File: config.mk
export PLATFORM = sky130hd
export DESIGN_NAME = fsd_cfg_flat
export DESIGN_NICKNAME = d
export VERILOG_FILES = /design/src/rtl/fsd_pkg.sv /design/src/rtl/fsd_if.sv /design/src/rtl/fsd_cfg.sv /design/src/flat_wrapper.sv
export SDC_FILE = /design/constraint.sdc
export NUM_CORES = 1
export LEC_CHECK = 0
export BUFFER_PORTS_ARGS = -buffer_cell sky130_fd_sc_hd__clkbuf_2
export CORE_ASPECT_RATIO = 0.7
export CORE_MARGIN = 2
export CORE_UTILIZATION = 51
export CTS_CLUSTER_SIZE = 25
export DETAILED_ROUTE_END_ITERATION = 6
export GPL_TIMING_DRIVEN = 0
export PLACE_DENSITY_LB_ADDON = 0.1
export SYNTH_ARGS = -nofsm -noshare
export SYNTH_HDL_FRONTEND = slang
export SYNTH_SLANG_ARGS = --single-unit
File: constraint.sdc
create_clock -name clk -period 2.8 [get_ports clk]
set_input_delay 0.56 -clock clk [delete_from_list [all_inputs] [get_ports clk]]
set_output_delay 0.56 -clock clk [all_outputs]
set_load 0.02 [all_outputs]
File: src/rtl/fsd_pkg.sv
`timescale 1ns / 1ps
`default_nettype none
// -----------------------------------------------------------------------------
// fsd_pkg
// Shared types and constants of the error-diffusion dither.
// -----------------------------------------------------------------------------
package fsd_pkg;

	localparam int MAX_WIDTH = 1024;
	localparam int COL_W = $clog2(MAX_WIDTH);
	localparam int WIDTH_W = 11;
	localparam int HEIGHT_W = 12;
	localparam int EW_W = (COL_W + 1 > WIDTH_W) ? COL_W + 1 : WIDTH_W;
	localparam int PIX_W = 8;
	localparam int SUM_W = 11;
	localparam int PROD_W = SUM_W + 3;
	localparam int DIV_SHIFT = 4;
	localparam int CFG_IDX_W = 2;
	localparam int CFG_DATA_W = 12;

	localparam logic [WIDTH_W-1:0] LINE_WIDTH_RST = WIDTH_W'(600);
	localparam logic [HEIGHT_W-1:0] FRAME_HEIGHT_RST = HEIGHT_W'(800);

	localparam logic signed [SUM_W-1:0] QUANT_LEVEL = SUM_W'(128);
	localparam logic signed [SUM_W-1:0] WHITE_SUM = SUM_W'(255);
	localparam logic [PIX_W-1:0] PIX_WHITE = PIX_W'(255);
	localparam logic [PIX_W-1:0] PIX_BLACK = PIX_W'(0);

	typedef enum logic [CFG_IDX_W-1:0] {
		REG_LINE_WIDTH   = CFG_IDX_W'(0),
		REG_FRAME_HEIGHT = CFG_IDX_W'(1)
	} cfg_reg_t;

	typedef struct packed {
		logic [EW_W-1:0]     width;
		logic [HEIGHT_W-1:0] height;
	} geom_t;

	typedef struct packed {
		logic [COL_W-1:0] x;
		logic             first;
		logic             row_nz;
		logic             has_right;
		logic             has_below;
	} pos_t;

endpackage
`default_nettype wire

File: src/rtl/fsd_if.sv
`timescale 1ns / 1ps
`default_nettype none


interface fsd_cfg_if;
	logic                          valid;
	logic                          ready;
	logic [fsd_pkg::CFG_IDX_W-1:0]  index;
	logic [fsd_pkg::CFG_DATA_W-1:0] data;

	modport source (output valid, output index, output data, input ready);
	modport sink (input valid, input index, input data, output ready);
endinterface
`default_nettype wire

File: src/rtl/fsd_cfg.sv
`timescale 1ns / 1ps
`default_nettype none
// -----------------------------------------------------------------------------
// fsd_cfg
// Geometry registers and their effective values.
// -----------------------------------------------------------------------------
module fsd_cfg (
	input  wire logic       clk,
	input  wire logic       arst_n,
	fsd_cfg_if.sink         cfg,
	output fsd_pkg::geom_t  geom
);

	logic [fsd_pkg::WIDTH_W-1:0]  line_width_q;
	logic [fsd_pkg::HEIGHT_W-1:0] frame_height_q;
	logic [fsd_pkg::EW_W-1:0]     lw_ext;

	assign cfg.ready = 1'b1;

	always_ff @(posedge clk or negedge arst_n) begin
		if (!arst_n) begin
			line_width_q   <= fsd_pkg::LINE_WIDTH_RST;
			frame_height_q <= fsd_pkg::FRAME_HEIGHT_RST;
		end else if (cfg.valid) begin
			case (cfg.index)
				fsd_pkg::REG_LINE_WIDTH:   line_width_q <= cfg.data[fsd_pkg::WIDTH_W-1:0];
				fsd_pkg::REG_FRAME_HEIGHT: frame_height_q <= cfg.data[fsd_pkg::HEIGHT_W-1:0];
				default: ;
			endcase
		end
	end

	always_comb begin
		lw_ext = fsd_pkg::EW_W'(line_width_q);
		if (line_width_q == '0) begin
			geom.width = fsd_pkg::EW_W'(1);
		end else if (lw_ext > fsd_pkg::EW_W'(fsd_pkg::MAX_WIDTH)) begin
			geom.width = fsd_pkg::EW_W'(fsd_pkg::MAX_WIDTH);
		end else begin
			geom.width = lw_ext;
		end
		geom.height = (frame_height_q == '0) ? fsd_pkg::HEIGHT_W'(1) : frame_height_q;
	end

endmodule
`default_nettype wire

File: src/flat_wrapper.sv
// flat-port wrapper written by rule: the top's interface ports become plain ports
module fsd_cfg_flat 
  (clk, arst_n, geom, cfg_valid, cfg_index, cfg_data, cfg_ready);
  fsd_cfg_if cfg_i ();
  input  wire logic clk;
  input  wire logic arst_n;
  output fsd_pkg::geom_t geom;
  input wire logic [$bits(cfg_i.valid)-1:0] cfg_valid;
  input wire logic [$bits(cfg_i.index)-1:0] cfg_index;
  input wire logic [$bits(cfg_i.data)-1:0] cfg_data;
  output wire logic [$bits(cfg_i.ready)-1:0] cfg_ready;
  assign cfg_i.valid = cfg_valid;
  assign cfg_i.index = cfg_index;
  assign cfg_i.data = cfg_data;
  assign cfg_ready = cfg_i.ready;
  fsd_cfg u_core (.clk(clk), .arst_n(arst_n), .cfg(cfg_i), .geom(geom));
endmodule
==> Yosys cells after proc, flatten, opt, wreduce, memory -nomap -nowiden <==
Index checks and enable logic that the tools add are counted.
W data, S select, Z words.
{ "totals": {"elab_cells": 12, "output_inout_bits": 24, "register_bits": 23, "inputBits": 17} }
{ "classes": {"muxes": 3, "n_reduce_logical": 5, "n_eq_ne": 1, "magnitude_cmp": 1} }
{ "ops": {"columns": ["operator", "count"], "rows": [
  ["$mux W11", 2],
  ["$logic_not A12 Y1", 1],
  ["$mux W12", 1],
  ["$gt A11 B11 Y1 const B", 1],
  ["$logic_not A11 Y1", 1],
  ["$reduce_and A2 Y1", 2],
  ["$eq A2 B1 Y1 const B", 1],
  ["$logic_not A2 Y1", 1]
]} }

==> Longest topological paths before layout <==
{ "logic_depth": {"word_depth": 3, "mapped_depth": 3, "ltp_nobuf": 2} }

==> Least setup slack after synthesis <==
Ideal clock, no wire load.
{ "synth_timing": {"path_kind": "reg2out", "start": "reg u_core.line_width_q[10] (netlist name)", "end": "out geom[12] (netlist name)", "arrival_ps": 932, "n_path_buf": 0, "required_ps": 2240, "slack_ps": 1308, "path_stages_with_launch": 3, "path_cell_list": "dfrtp_1 -> nor4_1 -> a32o_1"} }
{ "synth_rtl": {"columns": ["element", "line", "source"], "rows": [
  ["from (decl)", "fsd_cfg.sv:14", "logic [fsd_pkg::WIDTH_W-1:0] line_width_q;"],
  ["from (signal assigned)", "fsd_cfg.sv:22", "line_width_q <= fsd_pkg::LINE_WIDTH_RST;"],
  ["from (signal assigned)", "fsd_cfg.sv:26", "fsd_pkg::REG_LINE_WIDTH: line_width_q <= cfg.data[fsd_pkg::WIDTH_W-1:0];"],
  ["to (decl)", "flat_wrapper.sv:7", "output fsd_pkg::geom_t geom;"]
]} }

==> flow_summary.ini <==
[cts]
cts-buffers-inserted = 3
clk_latency_ns = 0.30
tritoncts = built
clk_pin_slew_ns = 0.12
cts_setup_buffers = 0
clkSinkCount = 23
ctsLongestPathBuffers = 2
htree_levels = 1
postCtsHoldBufs = 0
root_buffer = clkbuf_4
cts.repair.resized = 0

[layout]
areaGrowthSynthToFinish_pct = 23.4
layout-drive-gt1-share_pct = 62.7
multi_input_area_um2 = 404
fin_cells = 148
seq_area_um2 = 584
diodes = 0
fillers = 174
nets = 144
fin_area_um2 = 1320

[job]
maxCapViolCount = 0

[global_routing]
grt_max_degree = 24
antenna_found_initial = 0
first_global_vias = 747
grt-ovfl-total = 0
grt_pass1_wl_mm = 3.45
grt_use_total_pct = 19.1

[timing]
max_freq_mhz = 494
maxSlewViolCount = 0
max_slew.worst_pin.slew_ns = 0.559
hold_viol = 0
setup-tns-final_ns = 0
fin_skew_ns = 0
setup_violations = 0
fin_crit_ns = 2.02
rsz0062_at_grt = no
relSlewSlack_pct = 62.7
hold_ws_ns = 0.213
fin_crit_sh_pct = 72.3

[pwr]
power_frac_seq_pct = 50.1
p_leak_nw = 0.627
ir_drop_v = 0.000388
intPower_mw = 0.600
power_mw = 0.910
clockPowerShare_pct = 16.5
p_comb_share_pct = 33.4
power_density_nw_per_um2 = 689
sw_frac_of_total_pct = 34.0
power.switching_mw = 0.310

[floorplan]
core_um2 = 1920
num_rows = 13
dieWidth_um = 58.8
dieArea_um2 = 2490
start_util_pct = 55.8
ios = 41
die_y_um = 42.3

[setup_path]
worstSetupStartpoint = u_core.line_width_q[1]
r2r_start = u_core.line_width_q[10]
required_ns = 2.24
cp.arrival_ns = 1.46
crit_buf_inv = 1
cp_top_family = flip-flops
reg2regPathDepth = 2
crit_path_end_kind = output port
cpPeakStageDelay_ns = 0.41
cp_max_fo = 3
timing.rr.end = u_core.line_width_q[10]
crit_path_top_delay_cell = dfrtp_1
r2r_slack_ns = 1.72
cp_cell_sequence = nor4_1, a32o_1, clkbuf_2
crit_type = reg -> out
critPathLaunchType = flop

[drt]
drt-vias-per-instance = 4.99
drc_errors = 2
drtIter0Drc = 5
postRouteAntennaNets = 0
drt-wirelength-per-cell_um = 13.7
vias = 738
dr.pass1.iters = 6
drt_wl_total_mm = 2.03

[synth]
synth_common_cells = mux2_2 (23), dfrtp_1 (16), clkbuf_1 (13)
async_reset_ff_share_pct = 100
synth_ff_type = dfrtp_1
synth_cells = 83
synth_fp_nets = 100
syn_area_um2 = 1070
yosys.cell_count.top_type = mux2_2
synth_edf_count = 0
ys_ff_latch = 23
synth_top_area_share_pct = 37.4
avgSynthCellArea_um2 = 12.9
yosysTopAreaCell = dfrtp_1
synth-seq-area-share_pct = 54.6
yosys_warnings = 0
synthTopCellsByArea = dfrtp_1 (37%), mux2_2 (24%), dfstp_2 (17%)
synth.distinct_cells = 16

[place]
gp_routability_congestion = 0.686
dp_hpwl_mm = 1.57
dp_cells = 144
detailed_place.area_um2 = 1290
numPortBuffers = 39

[run_status]
status = complete, but fails checks
failed_checks = DRC

[hold_path]
worstHoldPathType = in -> async
## layer usage
layer	vias up	global-route usage, %	part of all wire, %
li1	363	-	-
met1	347	23.4	43
met2	26	32.0	49
met3	2	7.10	7.2
met4	0	4.09	0.59
met5	-	0	0
## logic make-up after synthesis
group	Yosys count	share of synthesized area (%)
flip-flops	23	54.6
AO/OA/AOI/OAI	2	1.75
buffers and inverters	17	7.71
multiplexers	23	24.2
AND/OR/NAND/NOR	17	11.4
other	1	0.350
## stage by stage
stage | utilization, % | setup slack, ns
after floorplan | - | 1.31
after global placement | 67.4 | 1.15
after detailed placement | 67.4 | 1.10
after CTS | 68.8 | 0.728
after global routing | 68.8 | 0.685
final | 68.8 | 0.777
## flip-flops by register name (all words and copies together) (netlist names)
signal                 count
u_core.line_width_q       11
u_core.frame_height_q     12
## how the worst max path moves through the flow
stage / endpoint / depth (start not counted) / slack (ns)
finish: geom[12] / 3 / 0.78
global route: geom[12] / 3 / 0.69
CTS: geom[12] / 3 / 0.73
detailed placement: geom[12] / 3 / 1.10
global placement: geom[0] / 3 / 1.15
floorplan: geom[12] / 2 / 1.31
## worst register-to-register path: stages, from the launching register on
cell,delay [ns]
dfrtp_1,0.43
clkbuf_1,0.24
mux2_2,0.32
## layout make-up
type                    count  area share (%)
multi-input cells          43            30.6
flip-flops and latches     23            44.2
inverters                   1           0.284
clock inverters             1           0.379
well taps                  22            2.08
clock buffers               3            1.70
repair buffers             39            14.8
plain buffers              16            5.97
## cells in the final DEF (no fill, tap or decap), drive strengths merged
| master | Yosys | final |
|---|---|---|
| a31o | 1 | 1 |
| a32o | 1 | 1 |
| buf | 3 | 3 |
| clkbuf | 13 | 55 |
| clkinv | 0 | 1 |
| conb | 1 | 1 |
| dfrtp | 16 | 16 |
| dfstp | 7 | 7 |
| inv | 1 | 1 |
| mux2 | 23 | 23 |
| nand3b | 1 | 1 |
| nor2 | 1 | 1 |
| nor2b | 9 | 9 |
| nor3 | 1 | 1 |
| nor3b | 1 | 1 |
| nor4 | 4 | 4 |
## power groups by stage
stage	combinational (mW)	sequential (mW)	clock, mW
after detailed placement	0.306	0.464	0
after CTS	0.308	0.458	0.155
final	0.303	0.456	0.150
after global placement	0.301	0.459	0
after floorplan	0.212	0.446	0
after global routing	0.331	0.468	0.174
(Power assumes the default switching activity.)
