$ cat config.mk
export PLATFORM = sky130hd
export DESIGN_NAME = fsd_ram
export DESIGN_NICKNAME = d
export VERILOG_FILES = /design/src/rtl/fsd_ram.sv
export SDC_FILE = /design/constraint.sdc
export NUM_CORES = 1
export LEC_CHECK = 0
export BUFFER_PORTS_ARGS = -buffer_cell sky130_fd_sc_hd__buf_2
export CORE_ASPECT_RATIO = 1.5
export CORE_MARGIN = 4
export CORE_UTILIZATION = 45
export CTS_CLUSTER_DIAMETER = 40
export DETAILED_ROUTE_END_ITERATION = 6
export PLACE_DENSITY = 0.65
export RECOVER_POWER = 25
export SLEW_MARGIN = 30
export SYNTH_ARGS = -nofsm -noshare
export SYNTH_HDL_FRONTEND = slang
export SYNTH_SLANG_ARGS = --single-unit
$ cat constraint.sdc
create_clock -name clk -period 2.1 [get_ports clk]
set_input_delay 0 -clock clk [delete_from_list [all_inputs] [get_ports clk]]
set_output_delay 0 -clock clk [all_outputs]
set_load 0.02 [all_outputs]
$ cat src/rtl/fsd_ram.sv
`timescale 1ns / 1ps
`default_nettype none
// -----------------------------------------------------------------------------
// fsd_ram
// Generic single-write, single-read RAM with registered read data.
// -----------------------------------------------------------------------------
module fsd_ram #(
	parameter int WIDTH = 8,
	parameter int DEPTH = 16
) (
	input  wire logic                     clk,
	input  wire logic                     we,
	input  wire logic [$clog2(DEPTH)-1:0] waddr,
	input  wire logic [WIDTH-1:0]         wdata,
	input  wire logic                     re,
	input  wire logic [$clog2(DEPTH)-1:0] raddr,
	output logic      [WIDTH-1:0]         rdata
);

	logic [WIDTH-1:0] mem [DEPTH];

	always_ff @(posedge clk) begin
		if (we) begin
			mem[waddr] <= wdata;
		end
		if (re) begin
			rdata <= mem[raddr];
		end
	end

endmodule
`default_nettype wire

After elaboration in Yosys (flattened, before gate mapping)
Memory sizes are Yosys's and may differ from the RTL's. A register that Yosys moved wholly into a read port is not among the register bits.
Cells that the tools add are included.

storage, ports and cells
  flip-flop bits (word level) = 0
  bits in writable memories = 128
  bits of input ports = 19
  logic and storage cells = 3
  memories kept = 1

memories
  memory  depth  width  rd ports  clocked after memory_dff  write ports  RTL line  source
  mem     16     8      1         1                         1            20        logic [WIDTH-1:0] mem [DEPTH];

cells by class
  multiplexer cells = 2

operators by type and width
  cell              number
  1-bit 2-to-1 mux  2

Depth between registers and ports, before layout
Gate-level depths: netlist of the first run.

  word-level depth = 2
  mapped depth = 5
  gate-level depth less buffers = 3

Worst setup path after synthesis of the first run
No wires, ideal clock.

  path kind = input to register
  from = input waddr[2]
  to = memory mem[0][0] (enable)
  data arrival time = 1110 ps
  data required time = 1717 ps
  setup slack = 607 ps
  cell stages on the path = 2
  buffers on the path = 0
  cell sequence = or3b_2 > nor3_1

RTL lines
  item             RTL line  source
  start, declared  13        input wire logic [$clog2(DEPTH)-1:0] waddr,
  end, declared    20

No word-level cell before the write port.

==> impl_summary.txt, run 1 <==
----------------------------------------------------
[Critical path]
  Peak per-stage delay on the critical path ... 0.57 ns
  Reg2Reg Setup Slack ... 0.54 ns
  R2R Path End ... rdata[3]
  CP max-delay cell ... sky130_fd_sc_hd__mux4_1
  Largest fanout on the critical path ... 1
  Source of the worst register-to-register timing path ... mem[5][3]
  Setup crit end kind ... register
  CP Launch Type ... register
  Arr. time, crit path ... 1.71 ns
  Number of cells traversed by the worst register-to-register path ... 3
  Critical path, cell by cell ... mux4_1 -> a22oi_1 -> nand2_1
  WS Path Type ... register to register
  Worst setup path endpoint ... rdata[3]
  Worst setup path startpoint ... mem[5][3]
  Worst EP required ... 2.25 ns

[Logic synthesis]
  Leading area contributor after synthesis ... sky130_fd_sc_hd__edfxtp_1
  Number of nets produced by synthesis ... 248
  Flops & latches, synth ... 136
  Number of warnings reported in the yosys synthesis log ... 0
  Combined area of all synthesized cells ... 5230 um^2
  Synth top area share ... 78.1%
  Sequential cell area fraction in the yosys report ... 78.1%
  Cell types occupying the most area after synthesis ... sky130_fd_sc_hd__edfxtp_1 (78%), sky130_fd_sc_hd__mux4_2 (7.8%), sky130_fd_sc_hd__mux4_1 (7.0%), sky130_fd_sc_hd__a22oi_1 (2.3%), sky130_fd_sc_hd__nor2_1 (0.93%)
  Post-Syn Instances ... 229
  Syn avg cell area ... 22.8 um^2
  Synth unique cells ... 18

[Global routing]
  Global-route wire length before repair ... 15.8 mm
  Maximum number of pins on one net before global-route repair ... 33
  Number of global-route vias before repair ... 2625
  Antenna violations before repair ... 0
  Total GRT Usage ... 17.0%
  Total gr overflow ... 0

[Timing]
  Setup repair after global routing missed its margin ... false
  PnR worst setup slack ... 0.540 ns
  Worst slew margin relative to its limit ... 49.4%
  Setup Total Neg Slack ... 0 ns
  Share of the clock period used by the worst path ... 74.3%
  Count of final hold-check violations ... 0
  Number of endpoints failing setup at the final stage ... 0
  Max Fclk ... 0.641 GHz
  Minimum period implied by the final worst setup slack ... 1.56 ns
  Setup skew after layout ... 0.00464 ns
  Worst-margin pin slew ... 0.758 ns
  Final Max Tran Viols ... 0

[Finish]
  Number of filler cells placed in the layout ... 874
  Ant diodes ... 0
  Area of the multi-input gates ... 1060 um^2
  Non-filler cells in the finished layout ... 457
  Synthesis-to-layout area growth ... 20.6%
  Most frequent cells in the layout ... sky130_fd_sc_hd__edfxtp_1 (136), sky130_fd_sc_hd__buf_2 (20), sky130_fd_sc_hd__mux4_2 (18), sky130_fd_sc_hd__buf_4 (18), sky130_fd_sc_hd__clkbuf_16 (17)
  Area taken by flip-flops and latches ... 4080 um^2
  Fraction of final layout cells sized beyond drive strength 1 ... 28.7%
  Finished Core Util ... 54.9%
  Most common library cell in the layout ignoring fill and taps ... sky130_fd_sc_hd__edfxtp_1
  Number of nets in the finished design ... 313

[Detailed routing]
  Number of vias per cell after detailed routing ... 5.42
  Number of iterations in the first detailed-routing pass ... 4
  First-iteration detailed-routing DRC count ... 257
  Routed via count ... 2475
  Per-cell routed wire length ... 22.1 um
  Remaining number of nets flagged by the antenna check after routing ... 0
  DRC ... 0
  Detailed-route wire length ... 10.1 mm

[Clocking]
  Clock tree root driver cell ... sky130_fd_sc_hd__clkbuf_16
  Post-CTS Setup Inserts ... 0
  Worst-path clk slew ... 0.06 ns
  Number of buffers created by CTS ... 17
  H-tree level count ... 4
  Buffers from clock root to sink, at most ... 2
  Worst-skew pair later-pin latency ... 0.40 ns
  Number of clock sinks seen by CTS ... 136
  Clock tree from TritonCTS ... done

[Floorplanning]
  Starting Density ... 45.6%
  Core ar. ... 11500 um^2
  Die area ... 13400 um^2
  Ports placed on the boundary ... 27
  Overall die width ... 96 um
  Std-Cell Rows ... 48
  Height of the die ... 140 um

[Job]
  Number of max-capacitance violations reported ... 0

[Placed design]
  HPWL reported at the end of detailed placement ... 6.67 mm
  Inst Count DP ... 414
  GP Congestion ... 0.790
  Port-buffer cells ... 26
  Pre-CTS WS ... 0.484 ns

[Power]
  PnR Total Power ... 6.25 mW
  Peak ir drop on the vdd network ... 0.564 mV
  Static leakage power ... 2.13 nW
  Total power divided by cell area ... 992 nW/um^2

[Min path]
  Path type of the worst min-delay path ... input pin to register

[Status]
  Result of the run ... finished, final reports clean

----------------------------------------------------
==> where the power goes <==
part	leakage [nW]	internal (mW)	switching (mW)
combinational	0.610	0.128	0.172
clock	0.287	1.85	1.03
sequential	1.24	3.06	0.0162
total	2.13	5.04	1.21
==> sequential cells by signal, indices dropped and copies added, names as in the netlist <==
name	cells
mem	128
rdata	8
==> logic make-up (layout without fill, tap and decap cells) <==
kind of cell / Yosys count / in the layout / synth area share (%)
flip-flops: 136 / 136 / 78.1
AND/OR/NAND/NOR: 35 / 35 / 3.14
AO/OA/AOI/OAI: 16 / 16 / 2.30
buffers and inverters: 10 / 88 / 1.65
multiplexers: 32 / 32 / 14.8
==> synthesized netlist by cell type <==
cell                                n
sky130_fd_sc_hd__nand2b_1           2
sky130_fd_sc_hd__a22oi_1           16
sky130_fd_sc_hd__clkdlybuf4s25_2    3
sky130_fd_sc_hd__nor2b_1            1
sky130_fd_sc_hd__buf_2              3
sky130_fd_sc_hd__nand3_1            1
sky130_fd_sc_hd__mux4_1            14
sky130_fd_sc_hd__and2_1             1
sky130_fd_sc_hd__buf_4              1
sky130_fd_sc_hd__buf_6              3
sky130_fd_sc_hd__edfxtp_1         136
sky130_fd_sc_hd__and2b_1            1
sky130_fd_sc_hd__mux4_2            18
sky130_fd_sc_hd__or3b_2             1
sky130_fd_sc_hd__nor2_1            13
sky130_fd_sc_hd__nand3b_1           2
sky130_fd_sc_hd__nand2_1            9
sky130_fd_sc_hd__nor3_1             4
==> cell type report <==
| cell class | count | area share (%) |
|---|---|---|
| Sequential cell | 136 | 64.8 |
| Clock buffer | 18 | 6.81 |
| Timing Repair Buffer | 56 | 6.15 |
| Tap cell | 150 | 2.98 |
| Multi-Input combinational cell | 83 | 16.8 |
| Clock inverter | 14 | 2.48 |
==> worst min path at each step <==
| stage | start | end | slack [ns] | cells after the start |
|---|---|---|---|---|
| floorplan | wdata[0] | mem[0][0] | 0.1 | 0 |
| global placement | re | rdata[4] | 0.37 | 1 |
| detailed placement | re | rdata[4] | 0.37 | 1 |
| CTS | waddr[3] | mem[1][5] | 0.14 | 3 |
| global route | waddr[3] | mem[1][5] | 0.15 | 3 |
| finish | waddr[3] | mem[1][5] | 0.15 | 3 |
==> stage by stage <==
step / hold WS (ns) / area (um^2)
finish: 0.153 / 6300
global route: 0.151 / 6300
CTS: 0.140 / 6310
detailed placement: 0.375 / 5610
global placement: 0.372 / 5610
floorplan: 0.0989 / 5230
==> routing by layer <==
layer | vias up | track usage [%] | wire, um
met4 | 0 | 6.00 | 151
li1 | 1110 | - | -
met2 | 66 | 28.8 | 5660
met1 | 1289 | 20.4 | 3930
met3 | 10 | 5.00 | 366
met5 | - | 0 | 0
==> worst max-delay path: cells and delay by family (launching register included) <==
family | cells | cell delay [ns]
flops | 1 | 0.41
simple gates | 1 | 0.08
compound gates | 1 | 0.25
mux | 1 | 0.57
==> what timing repair did <==
item / CTS / global route
hold buffers: 11 / 0
endpoints found under the hold margin: 137 / 0
gates resized for setup: 0 / 0
Power figures use the tool's default switching activity.
==> run 2: changes to the inputs <==
Clock period 2.1 ns to 1.5 ns, I/O delays scaled along.
==> impl_summary.txt, run 2 (synthesized netlist as in run 1, its figures left out) <==
----------------------------------------------------
[Status]
  Result of the run ... finished, final reports clean

[Clocking]
  Worst-path clk slew ... 0.06 ns (about the same)
  Clock tree root driver cell ... sky130_fd_sc_hd__clkbuf_16
  Buffers from clock root to sink, at most ... 2 (unchanged)
  H-tree level count ... 4 (unchanged)
  Number of buffers created by CTS ... 17 (unchanged)
  Number of clock sinks seen by CTS ... 136 (unchanged)
  Clock tree from TritonCTS ... done
  Worst-skew pair later-pin latency ... 0.40 ns (about the same)
  Post-CTS Setup Inserts ... 0 (unchanged)

[Timing]
  Share of the clock period used by the worst path ... 96.4% (+22 points)
  Minimum period implied by the final worst setup slack ... 1.45 ns (-0.114 ns)
  Count of final hold-check violations ... 0 (unchanged)
  Worst slew margin relative to its limit ... 54.2% (+4.8 points)
  Setup Total Neg Slack ... 0 ns (unchanged)
  Number of endpoints failing setup at the final stage ... 0 (unchanged)
  Worst-margin pin slew ... 0.688 ns (-0.0703 ns)
  Final Max Tran Viols ... 0 (unchanged)
  Setup repair after global routing missed its margin ... false
  Max Fclk ... 0.692 GHz (+7.9%)
  Setup skew after layout ... 0.00816 ns (+0.00353 ns)

[Critical path]
  Peak per-stage delay on the critical path ... 0.50 ns (-0.07 ns)
  Worst path bufs/invs ... 0 (unchanged)
  CP max-delay cell ... sky130_fd_sc_hd__mux4_1
  WS Path Type ... register to register
  Arr. time, crit path ... 1.60 ns (-0.11 ns)
  CP Launch Type ... register
  Worst EP required ... 1.65 ns (-0.60 ns)
  Setup crit end kind ... register
  Critical path, cell by cell ... mux4_1 -> a22oi_1 -> nand2_1
  Cell class contributing the biggest share of worst-path delay ... multiplexers
  Largest fanout on the critical path ... 1 (unchanged)

[Finish]
  Number of nets in the finished design ... 324 (+3.5%)
  Most frequent cells in the layout ... sky130_fd_sc_hd__edfxtp_1 (136), sky130_fd_sc_hd__buf_4 (22), sky130_fd_sc_hd__buf_2 (20), sky130_fd_sc_hd__mux4_2 (19), sky130_fd_sc_hd__clkbuf_16 (17)
  Flip-flop count of the largest register after layout ... 128 (unchanged)
  Register with the most flip-flops ... mem
  Finished Core Util ... 56.0% (+1.1 points)
  Post-layout instance area ... 6430 um^2 (+2.0%)
  Fraction of final layout cells sized beyond drive strength 1 ... 30.5% (+1.8 points)
  Most common library cell in the layout ignoring fill and taps ... sky130_fd_sc_hd__edfxtp_1
  Largest registers in the final layout ... mem: 128 flops, rdata: 8 flops
  Number of filler cells placed in the layout ... 829 (-5.1%)
  Ant diodes ... 0 (unchanged)
  Synthesis-to-layout area growth ... 22.9%

[Detailed routing]
  Detailed-route wire length ... 10.1 mm (about the same)
  Routed via count ... 2502 (+1.1%)
  Per-cell routed wire length ... 21.6 um (-2.3%)
  DRC ... 0 (unchanged)
  First-iteration detailed-routing DRC count ... 157 (-39%)
  Remaining number of nets flagged by the antenna check after routing ... 0 (unchanged)
  Number of iterations in the first detailed-routing pass ... 4 (unchanged)
  Number of vias per cell after detailed routing ... 5.35 (-1.3%)

[Floorplanning]
  Overall die width ... 96 um (unchanged)
  Core ar. ... 11500 um^2 (unchanged)
  Height of the die ... 140 um (unchanged)
  Std-Cell Rows ... 48 (unchanged)
  Starting Density ... 45.6% (unchanged)
  Ports placed on the boundary ... 27 (unchanged)
  Die area ... 13400 um^2 (unchanged)

[Power]
  Peak ir drop on the vdd network ... 0.916 mV (+63%)
  Total power divided by cell area ... 1390 nW/um^2 (+41%)
  Static leakage power ... 2.19 nW (+2.4%)
  PnR Total Power ... 8.96 mW (+43%)

[Global routing]
  Global-route wire length before repair ... 15.6 mm (-1.7%)
  Total gr overflow ... 0 (unchanged)
  Total GRT Usage ... 16.5% (-0.52 points)
  Maximum number of pins on one net before global-route repair ... 22 (-33%)
  Number of global-route vias before repair ... 2717 (+3.5%)
  Antenna violations before repair ... 0 (unchanged)

[Job]
  Number of max-capacitance violations reported ... 0 (unchanged)

[Placed design]
  Port-buffer cells ... 26 (unchanged)
  GP Congestion ... 0.718 (-9.2%)
  HPWL reported at the end of detailed placement ... 6.74 mm (+1.1%)
  Cell area after placement ... 5750 um^2 (+2.4%)

[Min path]
  Path type of the worst min-delay path ... input pin to register

----------------------------------------------------
## run 2: cell type report
cell class	count	area, um^2	share of cell area, %
Tap cell	150	188	2.92
Multi-Input combinational cell	83	1060	16.5
Clock inverter	14	181	2.82
Clock buffer	18	429	6.68
Timing Repair Buffer	67	480	7.48
Sequential cell	136	4080	63.6
## run 2: stage by stage
stage	setup slack, ns	hold slack, ns	instances
after floorplan	0.00713	0.0989	229
after global placement	-0.0441	0.377	427
after detailed placement	-0.0661	0.379	427
after CTS	0.0163	0.129	468
after global routing	0.00582	0.144	468
final	0.0539	0.149	468
## run 2: report_power, final
part / leakage (nW) / switching, mW / total [mW] / internal, mW
logic: 0.651 / 0.248 / 0.450 / 0.203
clock network: 0.298 / 1.44 / 4.21 / 2.76
registers: 1.24 / 0.0201 / 4.30 / 4.28
total: 2.19 / 1.71 / 8.96 / 7.25
## run 2: final timing paths
kind	start	endpoint	slack, ns	cells after the start
hold / removal	waddr[0]	mem[4][6]	0.15	3
hold reg to reg	mem[14][3]	rdata[3]	0.75	3
setup reg to reg	mem[2][2]	rdata[2]	0.05	3
setup / recovery	mem[2][2]	rdata[2]	0.05	3
## run 2: worst min-delay path: cells and delay by family
family                 cells  cell delay (ns)
AND/OR/NAND/NOR            1             0.09
buffers and inverters      2             0.29
## run 2: per-layer routing
layer / global-route usage, % / wire (um) / vias up
met5: 0 / 0 / -
met4: 6.60 / 109 / 0
met3: 3.55 / 452 / 9
met2: 28.0 / 5630 / 88
met1: 20.2 / 3920 / 1272
li1: - / - / 1133
## run 2: timing repair
action / CTS / global route
endpoints found under the hold margin: 136 / 0
hold buffers: 9 / 0
resized for setup: 0 / 3
endpoints found under the setup margin: 0 / 2
