<file path="src/rtl/fsd_pkg.sv">
`timescale 1ns / 1ps
`default_nettype none
// -----------------------------------------------------------------------------
// fsd_pkg
// Shared types and constants of the error-diffusion dither.
// -----------------------------------------------------------------------------
package fsd_pkg;

	localparam int MAX_WIDTH = 1024;
	localparam int COL_W = $clog2(MAX_WIDTH);
	localparam int WIDTH_W = 11;
	localparam int HEIGHT_W = 12;
	localparam int EW_W = (COL_W + 1 > WIDTH_W) ? COL_W + 1 : WIDTH_W;
	localparam int PIX_W = 8;
	localparam int SUM_W = 11;
	localparam int PROD_W = SUM_W + 3;
	localparam int DIV_SHIFT = 4;
	localparam int CFG_IDX_W = 2;
	localparam int CFG_DATA_W = 12;

	localparam logic [WIDTH_W-1:0] LINE_WIDTH_RST = WIDTH_W'(600);
	localparam logic [HEIGHT_W-1:0] FRAME_HEIGHT_RST = HEIGHT_W'(800);

	localparam logic signed [SUM_W-1:0] QUANT_LEVEL = SUM_W'(128);
	localparam logic signed [SUM_W-1:0] WHITE_SUM = SUM_W'(255);
	localparam logic [PIX_W-1:0] PIX_WHITE = PIX_W'(255);
	localparam logic [PIX_W-1:0] PIX_BLACK = PIX_W'(0);

	typedef enum logic [CFG_IDX_W-1:0] {
		REG_LINE_WIDTH   = CFG_IDX_W'(0),
		REG_FRAME_HEIGHT = CFG_IDX_W'(1)
	} cfg_reg_t;

	typedef struct packed {
		logic [EW_W-1:0]     width;
		logic [HEIGHT_W-1:0] height;
	} geom_t;

	typedef struct packed {
		logic [COL_W-1:0] x;
		logic             first;
		logic             row_nz;
		logic             has_right;
		logic             has_below;
	} pos_t;

endpackage
`default_nettype wire

</file>
<file path="src/rtl/fsd_pos.sv">
`timescale 1ns / 1ps
`default_nettype none
// -----------------------------------------------------------------------------
// fsd_pos
// Raster position tracker: column and row of the next accepted word.
// -----------------------------------------------------------------------------
module fsd_pos (
	input  wire logic            clk,
	input  wire logic            arst_n,
	input  wire fsd_pkg::geom_t  geom,
	input  wire logic            take,
	output fsd_pkg::pos_t        pos
);

	logic [fsd_pkg::COL_W-1:0]    col_q;
	logic [fsd_pkg::HEIGHT_W-1:0] row_q;
	logic                         wrap_col;
	logic [fsd_pkg::HEIGHT_W-1:0] row_a;
	logic [fsd_pkg::HEIGHT_W-1:0] row_b;
	logic [fsd_pkg::HEIGHT_W:0]   row_inc;

	always_comb begin
		wrap_col = fsd_pkg::EW_W'(col_q) >= geom.width;
		row_a = wrap_col ? row_q + fsd_pkg::HEIGHT_W'(1) : row_q;
		row_b = (row_a >= geom.height) ? '0 : row_a;
		pos.x = wrap_col ? '0 : col_q;
		pos.first = (pos.x == '0);
		pos.row_nz = (row_b != '0);
		pos.has_right = (fsd_pkg::EW_W'(pos.x) + fsd_pkg::EW_W'(1)) < geom.width;
		row_inc = {1'b0, row_b} + (fsd_pkg::HEIGHT_W + 1)'(1);
		pos.has_below = row_inc < {1'b0, geom.height};
	end

	always_ff @(posedge clk or negedge arst_n) begin
		if (!arst_n) begin
			col_q <= '0;
			row_q <= '0;
		end else if (take) begin
			if (pos.has_right) begin
				col_q <= pos.x + fsd_pkg::COL_W'(1);
				row_q <= row_b;
			end else begin
				col_q <= '0;
				row_q <= pos.has_below ? row_inc[fsd_pkg::HEIGHT_W-1:0] : '0;
			end
		end
	end

endmodule
`default_nettype wire

</file>
<file path="config.mk">
export PLATFORM = sky130hd
export DESIGN_NAME = fsd_pos
export DESIGN_NICKNAME = d
export VERILOG_FILES = /design/src/rtl/fsd_pkg.sv /design/src/rtl/fsd_pos.sv
export SDC_FILE = /design/constraint.sdc
export NUM_CORES = 1
export LEC_CHECK = 0
export BUFFER_PORTS_ARGS = -buffer_cell sky130_fd_sc_hd__clkbuf_2
export CORE_UTILIZATION = 35
export CTS_CLUSTER_SIZE = 24
export DETAILED_ROUTE_END_ITERATION = 16
export HOLD_SLACK_MARGIN = 0.02
export PLACE_DENSITY = 0.5
export SETUP_SLACK_MARGIN = 0.05
export SLEW_MARGIN = 20
export SYNTH_ARGS = -nofsm -noshare
export SYNTH_HDL_FRONTEND = slang
export SYNTH_SLANG_ARGS = --single-unit
</file>
<file path="constraint.sdc">
create_clock -name clk -period 9.9 [get_ports clk]
set_clock_uncertainty 0.2 [all_clocks]
set_input_delay 0.99 -clock clk [delete_from_list [all_inputs] [get_ports clk]]
set_output_delay 0.99 -clock clk [all_outputs]
set_load 0.1 [all_outputs]
</file>
## After elaboration in Yosys (flattened, before gate mapping)

Cells that the tools add are included.

- Muxes and demuxes: 6
- Reductions and logical operators: 2
- Order comparisons: 4
- Add/sub/neg operators: 4

Operators with widths:

| cell | number |
|---|---|
| two-way mux 12 bit | 4 |
| two-way mux 10 bit | 2 |
| adder 12 x 1 -> 13 bit (second input constant) | 1 |
| < comparator 13 x 12 -> 1 bit | 1 |
| adder 12 x 1 -> 12 bit (second input constant) | 1 |
| >= comparator 12 bit | 1 |
| nonzero test 12 bit | 1 |
| adder 10 x 1 -> 11 bit (second input constant) | 1 |
| >= comparator 10 x 11 -> 1 bit | 1 |
| < comparator 11 bit | 1 |
| adder 10 x 1 -> 10 bit (second input constant) | 1 |
| zero test 10 bit | 1 |

- Flip-flop bits (word level): 22
- Bits of input ports: 26
- Output and inout bits: 14
- Word-level logic and storage cells: 18

## Depth between registers and ports, before layout

Gate-level depths: netlist of run 1.

- Depth after elaboration: 8
- Gate-level depth with buffers: 31
- Mapped depth without buffers: 30

## Worst setup path after synthesis of run 1

Ideal clock, no wire load.

- Kind: input to output
- Start: in geom[21] in the netlist's numbering
- End: out pos[0] in the netlist's numbering
- Buffers on the path: 2
- Path slack: 1.114 ns
- Stages on the path: 25
- Data arrival time: 7.596 ns
- Required time: 8.710 ns
- Path through: inv_1 > ha_1 > nand4b_1 > or3_1 > buf_4 > a2111oi_0 > xor2_1 > ha_1 > and2_1 > a221oi_1 > o21ai_0 > a21o_1 > clkbuf_1 > nor2_1 > ha_1 > o211ai_1 > a211oi_1 > nand4_1 > xor2_1 > nor2_1 > ha_1 > a2111oi_0 > o2111ai_1 > o31a_1 > a31oi_2

RTL lines:

| element | RTL line | text |
|---|---|---|
| from (decl) | fsd_pos.sv:10 | `input wire fsd_pkg::geom_t geom,` |
| to (decl) | fsd_pos.sv:12 | `output fsd_pkg::pos_t pos` |

==> run metrics, run 1 <==
status=finished, final reports clean; Die Ht=95.7 µm; unrepaired setup endpoints after global routing=false; fin. max-slew vios=0; HPWL after DPL=6830 µm; crit share post-route=91.9%; Mapped Cells=395; r2r endpoint=row_q[9]; yosys warns=0; CP Capture Type=output pin; Post-CTS Repair Setup Buffers=0; clock sink count=22; Util after Layout=41.6%; WP data required=8.71 ns; Max-cap violations=0; share of cells above drive strength 1=15.3%; Tmin final=9.10 ns; Row Count=33; hold crit path type=reg -> reg; hold endpoint=row_q[8]; CTS-repair resized insts=0; Hold Path Depth=1; DIE WIDTH=95.7 µm; crit-path max FO=15; Max Buffers Root-to-Sink=2; hold path start=row_q[8]; layout net count=507; post-DR wirelength/cell=15.7 µm; largest net degree at the start of global routing=46; Syn Area/Cell=7.79 µm²; hold_buf cts=0; ys async rst share=100%; gpl congestion=0.859; Slew HR=43.5%; VDD IR-drop max=79.5 µV; most used flip-flop cell after synthesis=dfrtp_1; GR Overflow Total=0; CORE AREA=8340 µm²; H-tree depth=1; Tightest Pin Transition=0.848 ns; Worst R2R Path Depth=26; # IOs=40; initial antenna violation count=0; GRT Overall Usage=19.5%; Worst-Skew Late Latency=0.27 ns; Root Buffer=clkbuf_8; most frequent cells in the layout=inv_1, ha_1, clkbuf_2; Cell Area, Synth=3080 µm²; DRC Markers=0; static leakage=0.00175 µW; setup TNS=0 ns; synth unique cells=57; reg2reg start=col_q[8]; Syn Nets=469; startpoint types=input pin; fillers=883; flop2flop setup slack=2.08 ns; die area=9170 µm²; fmax=110 MHz; first-pass GRT wire length=13800 µm; #FFs+latches synth=22; synthesis-to-finish area growth=12.7%; Hold Slack=0.382 ns; post-synthesis sequential area ratio=17.9%; final hold vios=0; crit path kind=in -> out; Detailed Route Iter0 Violations=173; 1st-pass router iterations=4; # diodes=0; CTS tree=done; routed wire length=8420 µm; Post-DRT Antenna Nets=0; vias in the first global route=2778; Setup violations, final=0; Initial Util=36.9%; Via Count=2952; pwr/cell area=235 nW/µm²; Via-to-Cell Ratio=5.50; Port Buf Inserts=39; Critical Path AT=7.91 ns; Post-synth EDFFs=0; non-filler cells, final=537; CTS Buf Count=3; placed insts=533; Reg clk slew, reported paths=0.08 ns
[Yosys cell counts, types with 6 or more instances]
cell	instances	area, µm²
a21o_1	13	97.6
a21oi_1	17	85.1
a31oi_1	12	75.1
clkbuf_1	9	33.8
dfrtp_1	22	551
ha_1	48	601
inv_1	48	180
nand2_1	30	113
nand3_1	24	120
nand4_1	10	62.6
nor2_1	21	78.8
nor3_1	6	30.0
o21ai_0	16	80.1
xnor2_1	15	131
xor2_1	9	78.8
[metrics by stage]
stage,cell area [µm²],total power [µW],setup slack (ns)
3_3_place_gp,3400,745,0.833
3_5_place_dp,3400,745,0.586
2_1_floorplan,3080,606,1.11
6_report,3470,816,0.803
4_1_cts,3460,817,0.527
5_1_grt,3470,897,0.143
[per-layer routing]
layer,vias up,global-route usage [%],share of wire (%)
met5,-,0,0
met1,1358,29.1,49
li1,1520,-,-
met2,70,30.9,46
met4,0,2.11,0.33
met3,4,2.45,5.4
[layout make-up]
cell class                      instances  area, µm²  share of cell area, %
Clock buffer                            4       55.1                   1.59
Inverter                               49        184                   5.31
Multi-Input combinational cell        310       2290                   66.1
Sequential cell                        22        551                   15.9
Tap cell                              105        131                   3.79
Timing Repair Buffer                   47        255                   7.36
[how the worst max path moves through the flow]
stage                        start     end  cells past startpoint
after floorplan           geom[21]  pos[0]                     25
after global placement    geom[15]  pos[0]                     27
after detailed placement  geom[21]  pos[0]                     26
after CTS                 geom[15]  pos[0]                     27
after global routing      geom[20]  pos[0]                     26
final                     geom[21]  pos[0]                     26
[state kept, by name (all words and copies together), names as in the netlist]
register / count
col_q: 10
row_q: 12
[critical path, cell delays in order]
cell	delay [ns]
clkbuf_2	0.07
inv_1	0.04
ha_1	0.29
nand4b_1	0.19
or3_1	0.62
a2111oi_1	0.48
xor2_1	0.46
ha_1	0.32
and2_1	0.17
a221oi_1	0.28
o21ai_0	0.18
a21o_1	0.36
or2_2	0.39
inv_1	0.09
ha_1	0.22
o211ai_1	0.16
a211oi_2	0.34
nand4_1	0.16
xor2_1	0.20
nor2_1	0.06
ha_1	0.21
a2111oi_0	0.50
o2111ai_1	0.16
o31a_1	0.29
a31oi_2	0.18
clkbuf_2	0.49
[logic make-up after synthesis]
kind of cell / count (synthesis) / share of synthesized area [%]
AOI/OAI and AO/OA: 103 / 24.2
buffers and inverters: 63 / 7.85
and+or+nand+nor: 132 / 22.7
adders and majority gates: 48 / 19.5
xor gates and xnor gates: 24 / 6.84
DFF: 22 / 17.9
muxes: 3 / 0.976
[report_power, final]
group | leakage [µW] | total, µW | switching [µW] | internal, µW
combinational | 0.00145 | 592 | 398 | 194
clock | 0.0000288 | 67.0 | 31.5 | 35.5
sequential | 0.000273 | 157 | 39.2 | 117
total | 0.00175 | 816 | 469 | 348
Power figures use the tool's default switching activity.
==> run 2: changes to the inputs <==
--- a/config.mk
+++ b/config.mk
@@ -10,7 +10,7 @@
 export CTS_CLUSTER_SIZE = 24
 export DETAILED_ROUTE_END_ITERATION = 16
 export HOLD_SLACK_MARGIN = 0.02
-export PLACE_DENSITY = 0.5
+export PLACE_DENSITY = 0.52
 export SETUP_SLACK_MARGIN = 0.05
 export SLEW_MARGIN = 20
 export SYNTH_ARGS = -nofsm -noshare
==> constraint.sdc (replaced) <==
create_clock -name clk -period 8.3 [get_ports clk]
set_clock_uncertainty 0.2 [all_clocks]
set_input_delay 0.83 -clock clk [delete_from_list [all_inputs] [get_ports clk]]
set_output_delay 0.83 -clock clk [all_outputs]
set_load 0.1 [all_outputs]
==> run 2 against run 1 <==
Sequential cell count unchanged. Largest cell class unchanged. Clock-buffer cell count is the same. Core utilization up 1.1 points. Cell area up 2.6%. Worst setup slack lost 0.35 ns.
==> run metrics, run 2 (synthesis results as in run 1) <==
gpl congestion=0.792 (-7.9%); GR Util met3=2.76% (+0.32 points); Port Buf Inserts=39 (unchanged); met1 usage=29.9% (+0.85 points); Slew HR=42.3% (-1.2 points); startpoint types=input pin; Die Ht=95.7 µm (unchanged); hold crit path type=in -> async; Max-cap violations=0 (unchanged); static leakage=0.00179 µW (+2.2%); setup slack at placement=0.358 ns (-0.228 ns); status=finished, final reports clean; fin. max-slew vios=0 (unchanged); share of cells above drive strength 1=17.5% (+2.3 points); # IOs=40 (unchanged); Via Count=3033 (+2.7%); Worst-Skew Late Latency=0.27 ns (about the same); Worst R2R Path Depth=27 (+3.8%); HPWL after DPL=7110 µm (+4.2%); max FFs per register=12 (unchanged); Post-DRT Antenna Nets=0 (unchanged); critical path's slowest cell=a2111oi_2; Via-to-Cell Ratio=5.58 (+1.4%); DIE WIDTH=95.7 µm (unchanged); Max Buffers Root-to-Sink=2 (unchanged); Detailed Route Iter0 Violations=177 (+2.3%); routed wire length=8870 µm (+5.2%); vias in the first global route=2837 (+2.1%); CTS Buf Count=3 (unchanged); Initial Util=36.9% (unchanged); busiest grt layer=met2; Tmin final=7.85 ns; commonest non-fill, non-tap cell in the layout=inv_1; DRC Markers=0 (unchanged); Final WS setup=0.455 ns (-0.348 ns); largest net degree at the start of global routing=46 (unchanged); most used cell, CP=a21o_1; GRT Overall Usage=20.2% (+0.62 points); fmax=127 MHz; Reg clk slew, reported paths=0.09 ns (about the same); met2 Use GR=31.0% (+0.12 points); largest registers=row_q x12, col_q x10; VDD IR-drop max=64.6 µV (-19%); max incr delay on CP=0.45 ns (-0.17 ns); 1st-pass router iterations=5 (+1); Tightest Pin Transition=0.865 ns (+0.0174 ns); Critical Path AT=6.82 ns (-1.09 ns); clock sink count=22 (unchanged); most frequent cells in the layout=inv_1, ha_1, clkbuf_2; H-tree depth=1 (unchanged); final hold vios=0 (unchanged); Root Buffer=clkbuf_8; synthesis-to-finish area growth=15.7%; initial antenna violation count=0 (unchanged); crit path kind=in -> out; pwr/cell area=284 nW/µm² (+21%); die area=9170 µm² (unchanged); CP Capture Type=output pin; Row Count=33 (unchanged); layout net count=514 (+1.4%); CTS tree=done; first-pass GRT wire length=14300 µm (+3.7%); crit-path max FO=10 (-5); Biggest register=row_q; hold_buf cts=0 (unchanged); GR Overflow Total=0 (unchanged); setup TNS=0 ns (unchanged); # diodes=0 (unchanged); Setup violations, final=0 (unchanged); unrepaired setup endpoints after global routing=false; WP data required=7.27 ns (-1.44 ns); Post-CTS Repair Setup Buffers=0 (unchanged); CORE AREA=8340 µm² (unchanged); post-DR wirelength/cell=16.3 µm (+3.9%); crit share post-route=94.5%
-- run 2: changes by cell type in the layout (fill, tap and decap cells not counted), sizes merged --
cell	before	now
clkbuf	43	42
buf	8	16
-- run 2: report_power, final --
| part | total [µW] | switching, µW | internal, µW |
|---|---|---|---|
| Sequential | 187 | 47.1 | 140 |
| Clock | 80.3 | 37.9 | 42.4 |
| Combinational | 742 | 491 | 251 |
| Total | 1010 | 576 | 434 |
-- run 2: through the flow --
step           std cells  power (µW)  instance area, µm²  hold WS [ns]  util, %
3_5_place_dp         540         908                3480         0.338     41.7
3_3_place_gp         540         908                3480         0.334     41.7
2_1_floorplan        395         726                3080         0.315        -
5_1_grt              544        1100                3560         0.391     42.6
4_1_cts              544         995                3540         0.358     42.4
6_report             544        1010                3560         0.353     42.6
-- run 2: path summary, 6_finish.rpt --
check | startpoint | end | slack (ns)
worst max-delay path | geom[21] | pos[0] | 0.45
worst min-delay path | arst_n | row_q[0] | 0.35
worst max register to register | col_q[8] | row_q[10] | 1.14
worst min register to register | row_q[8] | row_q[8] | 0.36
max in group asynchronous | arst_n | row_q[10] | 7.14
min in group clk | row_q[8] | row_q[8] | 0.36
-- run 2: per-layer routing --
layer  up-vias  wire length [µm]
met5         -                 0
met4         0                91
met3         8               298
met2        63              4010
met1      1425              4470
li1       1537                 -
-- run 2: final cells by class --
| class | count | area [µm²] |
|---|---|---|
| inverter | 49 | 184 |
| fill | 891 | 4780 |
| tap | 105 | 131 |
| clock buffer | 4 | 55.1 |
| sequential | 22 | 551 |
| timing repair buffer | 54 | 323 |
| multi-input combinational | 310 | 2310 |
-- run 2: worst max-delay path, delay by kind of cell --
kind	cells	cell delay, ns
compound gates	11	2.64
fa+ha+maj	4	1.09
buf+inv	5	0.63
mux	1	0.26
simple gates	6	1.37
-- run 2: what timing repair did --
item                       CTS  global route
gates resized for setup      0             8
hold endpoints to repair     0             0
setup endpoints to repair    0             1
